===== src/rtl/rsbd_pkg.sv =====
package rsbd_pkg;

   // register indexes on the configuration port
   localparam logic [1:0] RegLeftX   = 2'd0;
   localparam logic [1:0] RegBottomY = 2'd1;
   localparam logic [1:0] RegRightX  = 2'd2;
   localparam logic [1:0] RegTopY    = 2'd3;

   // region codes
   localparam logic [1:0] RegionOutside  = 2'd0;
   localparam logic [1:0] RegionBoundary = 2'd1;
   localparam logic [1:0] RegionInside   = 2'd2;

   // square root pipeline shape
   localparam int SqrtSteps     = 33;
   localparam int StepsPerStage = 3;
   localparam int SqrtStages    = SqrtSteps / StepsPerStage;

   // control that travels with each item
   typedef struct packed {
      logic       valid;
      logic [1:0] region;
   } tag_type;

   // state of the digit-by-digit square root
   typedef struct packed {
      logic [65:0] rad;
      logic [35:0] rem;
      logic [32:0] root;
   } sq_state_type;

   // magnitude of the difference of two signed words
   function automatic logic [31:0] abs_diff(input logic signed [31:0] a,
                                            input logic signed [31:0] b);
      logic signed [32:0] d;
      d = 33'(a) - 33'(b);
      if (d < 0) begin
         d = -d;
      end
      return d[31:0];
   endfunction

   // one restoring step of the square root, two radicand bits
   function automatic sq_state_type sqrt_step(input sq_state_type s);
      sq_state_type n;
      logic [35:0]  r;
      logic [35:0]  t;
      r = {s.rem[33:0], s.rad[65:64]};
      t = {1'b0, s.root, 2'b01};
      n.rad = {s.rad[63:0], 2'b00};
      if (r >= t) begin
         n.rem  = r - t;
         n.root = {s.root[31:0], 1'b1};
      end else begin
         n.rem  = r;
         n.root = {s.root[31:0], 1'b0};
      end
      return n;
   endfunction

endpackage


===== src/rtl/rsbd_isqrt.sv =====
module rsbd_isqrt (
   input  logic               clock,
   input  logic               reset,
   input  logic               advance,
   input  rsbd_pkg::tag_type  in_tag,
   input  logic [64:0]        in_sq,
   output rsbd_pkg::tag_type  out_tag,
   output logic [32:0]        out_root
);

   rsbd_pkg::tag_type      tag_ff [rsbd_pkg::SqrtStages];
   rsbd_pkg::sq_state_type st_ff  [rsbd_pkg::SqrtStages];
   rsbd_pkg::sq_state_type st_in  [rsbd_pkg::SqrtStages];
   rsbd_pkg::tag_type      tag_in [rsbd_pkg::SqrtStages];

   // stage inputs
   always_comb begin
      rsbd_pkg::sq_state_type s;
      for (int k = 0; k < rsbd_pkg::SqrtStages; k++) begin
         if (k == 0) begin
            s.rad  = {1'b0, in_sq};
            s.rem  = '0;
            s.root = '0;
            tag_in[k] = in_tag;
         end else begin
            s = st_ff[k-1];
            tag_in[k] = tag_ff[k-1];
         end
         // StepsPerStage steps per stage
         for (int j = 0; j < rsbd_pkg::StepsPerStage; j++) begin
            s = rsbd_pkg::sqrt_step(s);
         end
         st_in[k] = s;
      end
   end

   // stage registers
   always_ff @(posedge clock) begin
      for (int k = 0; k < rsbd_pkg::SqrtStages; k++) begin
         if (reset) begin
            tag_ff[k].valid <= 1'b0;
         end else if (advance) begin
            tag_ff[k].valid <= tag_in[k].valid;
         end
         if (advance) begin
            tag_ff[k].region <= tag_in[k].region;
            st_ff[k] <= st_in[k];
         end
      end
   end

   assign out_tag  = tag_ff[rsbd_pkg::SqrtStages-1];
   assign out_root = st_ff[rsbd_pkg::SqrtStages-1].root;

endmodule


===== config.mk =====
export PLATFORM = sky130hd
export DESIGN_NAME = rsbd_isqrt
export DESIGN_NICKNAME = d
export VERILOG_FILES = /design/src/rtl/rsbd_pkg.sv /design/src/rtl/rsbd_isqrt.sv
export SDC_FILE = /design/constraint.sdc
export NUM_CORES = 2
export LEC_CHECK = 0
export CAP_MARGIN = 10
export CORE_UTILIZATION = 55
export CTS_BUF_LIST = sky130_fd_sc_hd__clkbuf_4
export CTS_CLUSTER_DIAMETER = 150
export DETAILED_ROUTE_END_ITERATION = 7
export DONT_BUFFER_PORTS = 1
export PLACE_DENSITY_LB_ADDON = 0.08
export SLEW_MARGIN = 40
export SYNTH_ARGS = -nofsm -noshare
export SYNTH_HDL_FRONTEND = slang
export SYNTH_SLANG_ARGS = --single-unit
export TNS_END_PERCENT = 50

===== constraint.sdc =====
create_clock -name clock -period 22.9 [get_ports clock]
set_input_delay 4.58 -clock clock [delete_from_list [all_inputs] [get_ports clock]]
set_output_delay 4.58 -clock clock [all_outputs]
set_load 0.005 [all_outputs]

==> flow_metrics.tcl <==
set metrics [dict create \
    post-route-period-util_pct 47.3 \
    dominantRegCellSynth "edfxtp_1" \
    cp-start-kind "flip-flop" \
    worst_path_max_delay_cell "edfxtp_1" \
    final_nets 8747 \
    synth-adder-area-share_pct 10.0 \
    internal-power_mw 5.83 \
    vias 62500 \
    cpPeakStageDelay_ns 0.54 \
    grt_max_degree 888 \
    ys_ff_latch 896 \
    num_rows 133 \
    hold_buffers 0 \
    place.gp.congestion 0.967 \
    synth_xor_area_share_pct 9.23 \
    synth_largest_area_cell "edfxtp_1" \
    yosys.cell_count.top_type "edfxtp_1" \
    rsz0062_at_grt "false" \
    hold_viol 0 \
    post-dp-hpwl_um 167000 \
    relSlewSlack_pct 41.8 \
    io_buffers 0 \
    worst_slew_pin_slew_ns 0.861 \
    p_seq_share_pct 23.3 \
    gr-usage-all-layers_pct 30.8 \
    ys_seq_area_share_pct 36.6 \
    power_density_mw_per_mm2 141 \
    synth_fp_nets 8703 \
    maxCapViolCount 0 \
    ys.warnings.count 0 \
    async_reset_ff_share_pct 0 \
    drv_slew 0 \
    h-tree-depth 4 \
    syn_avg_cell_area_um2 9.14 \
    clockBufferDepth 3 \
    drive_gt1_share_pct 8.09 \
    num_io_pins 107 \
    synth_cell_types 107 \
    die_w_um 368 \
    worst-setup-path-type "flip-flop to flip-flop" \
    ir_drop_mv 0.0960 \
    muxShareOfSynthArea_pct 2.19 \
    cts_tree "yes" \
    combPwrFrac_pct 63.9 \
    p_sw_mw 5.22 \
    yosys-top-cells-count "edfxtp_1 (896), a21oi_1 (722), nand2_1 (658), nor2_1 (635), ha_1 (590)" \
    via_per_inst 6.23 \
    wl_per_cell_um 21.4 \
    holdCritPathClass "flip-flop to flip-flop" \
    switching_share_pct 47.2 \
    arrival_ns 11.77 \
    cts_setup_buffers 0 \
    antenna_found_initial 4 \
    coreArea_mm2 0.132 \
    clock_sinks 896 \
    routed_wl_um 215000 \
    crit_required_ns 23.84 \
    cts_buffers 229 \
    synth.area.top_cells "edfxtp_1 (37%), ha_1 (10%), xnor2_1 (5.7%)" \
    area_delta_synth_final_pct 6.62 \
    clk_pin_slew_worst_paths_ns 0.08 \
    leakage_nw 31.4 \
    postLayoutCoreUtil_pct 59.4 \
    die-area_mm2 0.135 \
    syn_area_mm2 0.0735 \
    netlist.area_leader.share_pct 36.6 \
    ant_nets 0 \
    gr-total-overflow 0 \
    die_y_um 368 \
    grt_pass1_vias 58400 \
    clk_latency_ns 1.27 \
    route.detailed.drc 0 \
    yosys.area_share.simple_pct 18.5 \
    p_clk_share_pct 12.7 \
    worstPathMaxFanout 43 \
    worst_setup_path_end_kind "flip-flop" \
    timing.final.crit_period_ns 10.82 \
    finalSetupTns_ns 0 \
    grt_pass1_wl_um 329000 \
    synth_compound_area_share_pct 20.1 \
    syn_inst 8042 \
    drt-initial-drc-count 5661 \
    firstDrtPassIters 6 \
    fmax_mhz 92.4 \
    start_util_pct 55.7 \
    setup_viol 0 \
    root_buffer "clkbuf_4" \
    postCtsResizedCells 0 \
    synth_edf_count 896 \
    synth_top_family_by_area "compound AO/OA/AOI/OAI gates" \
    skew_ns 0.134 \
    status "finished, final reports clean" \
]
==> worst max-delay path: cells and delay by family (launching register included) <==
family | cells | cell delay [ns]
multiplexers | 1 | 0.34
adder cells (fa/ha/maj) | 3 | 1.18
AND/OR/NAND/NOR | 17 | 3.28
AO/OA/AOI/OAI | 14 | 3.00
buffers and inverters | 6 | 2.12
flip-flops | 1 | 0.54
==> area by class of cell <==
cell class / count / area [µm²]
Antenna cell: 10 / 25.0
Sequential cell: 896 / 26900
Timing Repair Buffer: 42 / 424
Clock buffer: 312 / 2340
Clock inverter: 88 / 623
Fill cell: 11800 / 53600
Tap cell: 1755 / 2200
Multi-Input combinational cell: 6496 / 44300
Inverter: 421 / 1580
==> power by group through the flow <==
| stage | Combinational [mW] | Sequential (mW) | Clock, mW |
|---|---|---|---|
| final | 7.06 | 2.58 | 1.41 |
| after global routing | 7.72 | 2.60 | 1.54 |
| after CTS | 6.91 | 2.57 | 1.46 |
| after detailed placement | 6.86 | 2.60 | 0 |
| after global placement | 6.78 | 2.60 | 0 |
| after floorplan | 5.26 | 2.44 | 0 |
==> layout by cell type (no fill, tap or decap), types with 110 or more instances in the layout <==
cell type  count
nand2b_1     110
xnor2_1      477
nand4_1      146
xor2_1       298
nor3_1       216
o21ai_0      471
clkbuf_4     312
edfxtp_1     896
ha_1         590
inv_1        405
nand3_1      185
mux2_2       110
a21oi_1      718
nor2_1       634
a21o_1       276
nand2_1      658
==> final timing paths <==
| kind | startpoint | endpoint | slack [ns] | depth (start not counted) |
|---|---|---|---|---|
| max | st_ff[5][1] | st_ff[6][45] | 12.08 | 41 |
| min | st_ff[4][106] | st_ff[5][112] | 0.35 | 0 |
| max reg2reg | st_ff[5][1] | st_ff[6][45] | 12.08 | 41 |
| min reg2reg | st_ff[4][106] | st_ff[5][112] | 0.35 | 0 |
==> flip-flops by register name (all words and copies together), names as in the netlist <==
register / count
st_ff: 863
tag_ff: 33
==> stage by stage <==
stage	hold WS, ns	setup WS (ns)	total power [mW]	instance area [µm²]	instances
finish	0.345	12.08	11.0	78400	10000
global route	0.363	11.38	11.9	78400	10000
CTS	0.331	12.20	10.9	78100	10000
detailed placement	0.405	12.24	9.47	75200	9602
global placement	0.400	12.02	9.38	75100	9600
floorplan	0.400	13.76	7.70	73500	8042
==> routing by layer <==
layer / global-route usage, % / share of wire (%) / up-vias
met5: 0 / 0.0061 / -
li1: - / - / 30400
met4: 14.0 / 4.4 / 2
met1: 39.5 / 42 / 29400
met3: 3.98 / 6.0 / 450
met2: 51.7 / 48 / 2217
==> logic make-up (layout without fill, tap and decap cells) <==
family / after synthesis / after routing
compound gates: 2306 / 2306
mux: 147 / 147
other cells: 0 / 10
simple gates: 2678 / 2678
fa+ha+maj: 590 / 590
flops: 896 / 896
buf+inv: 650 / 863
xor+xnor: 775 / 775
Note: power is estimated with default switching activity, not from simulation.
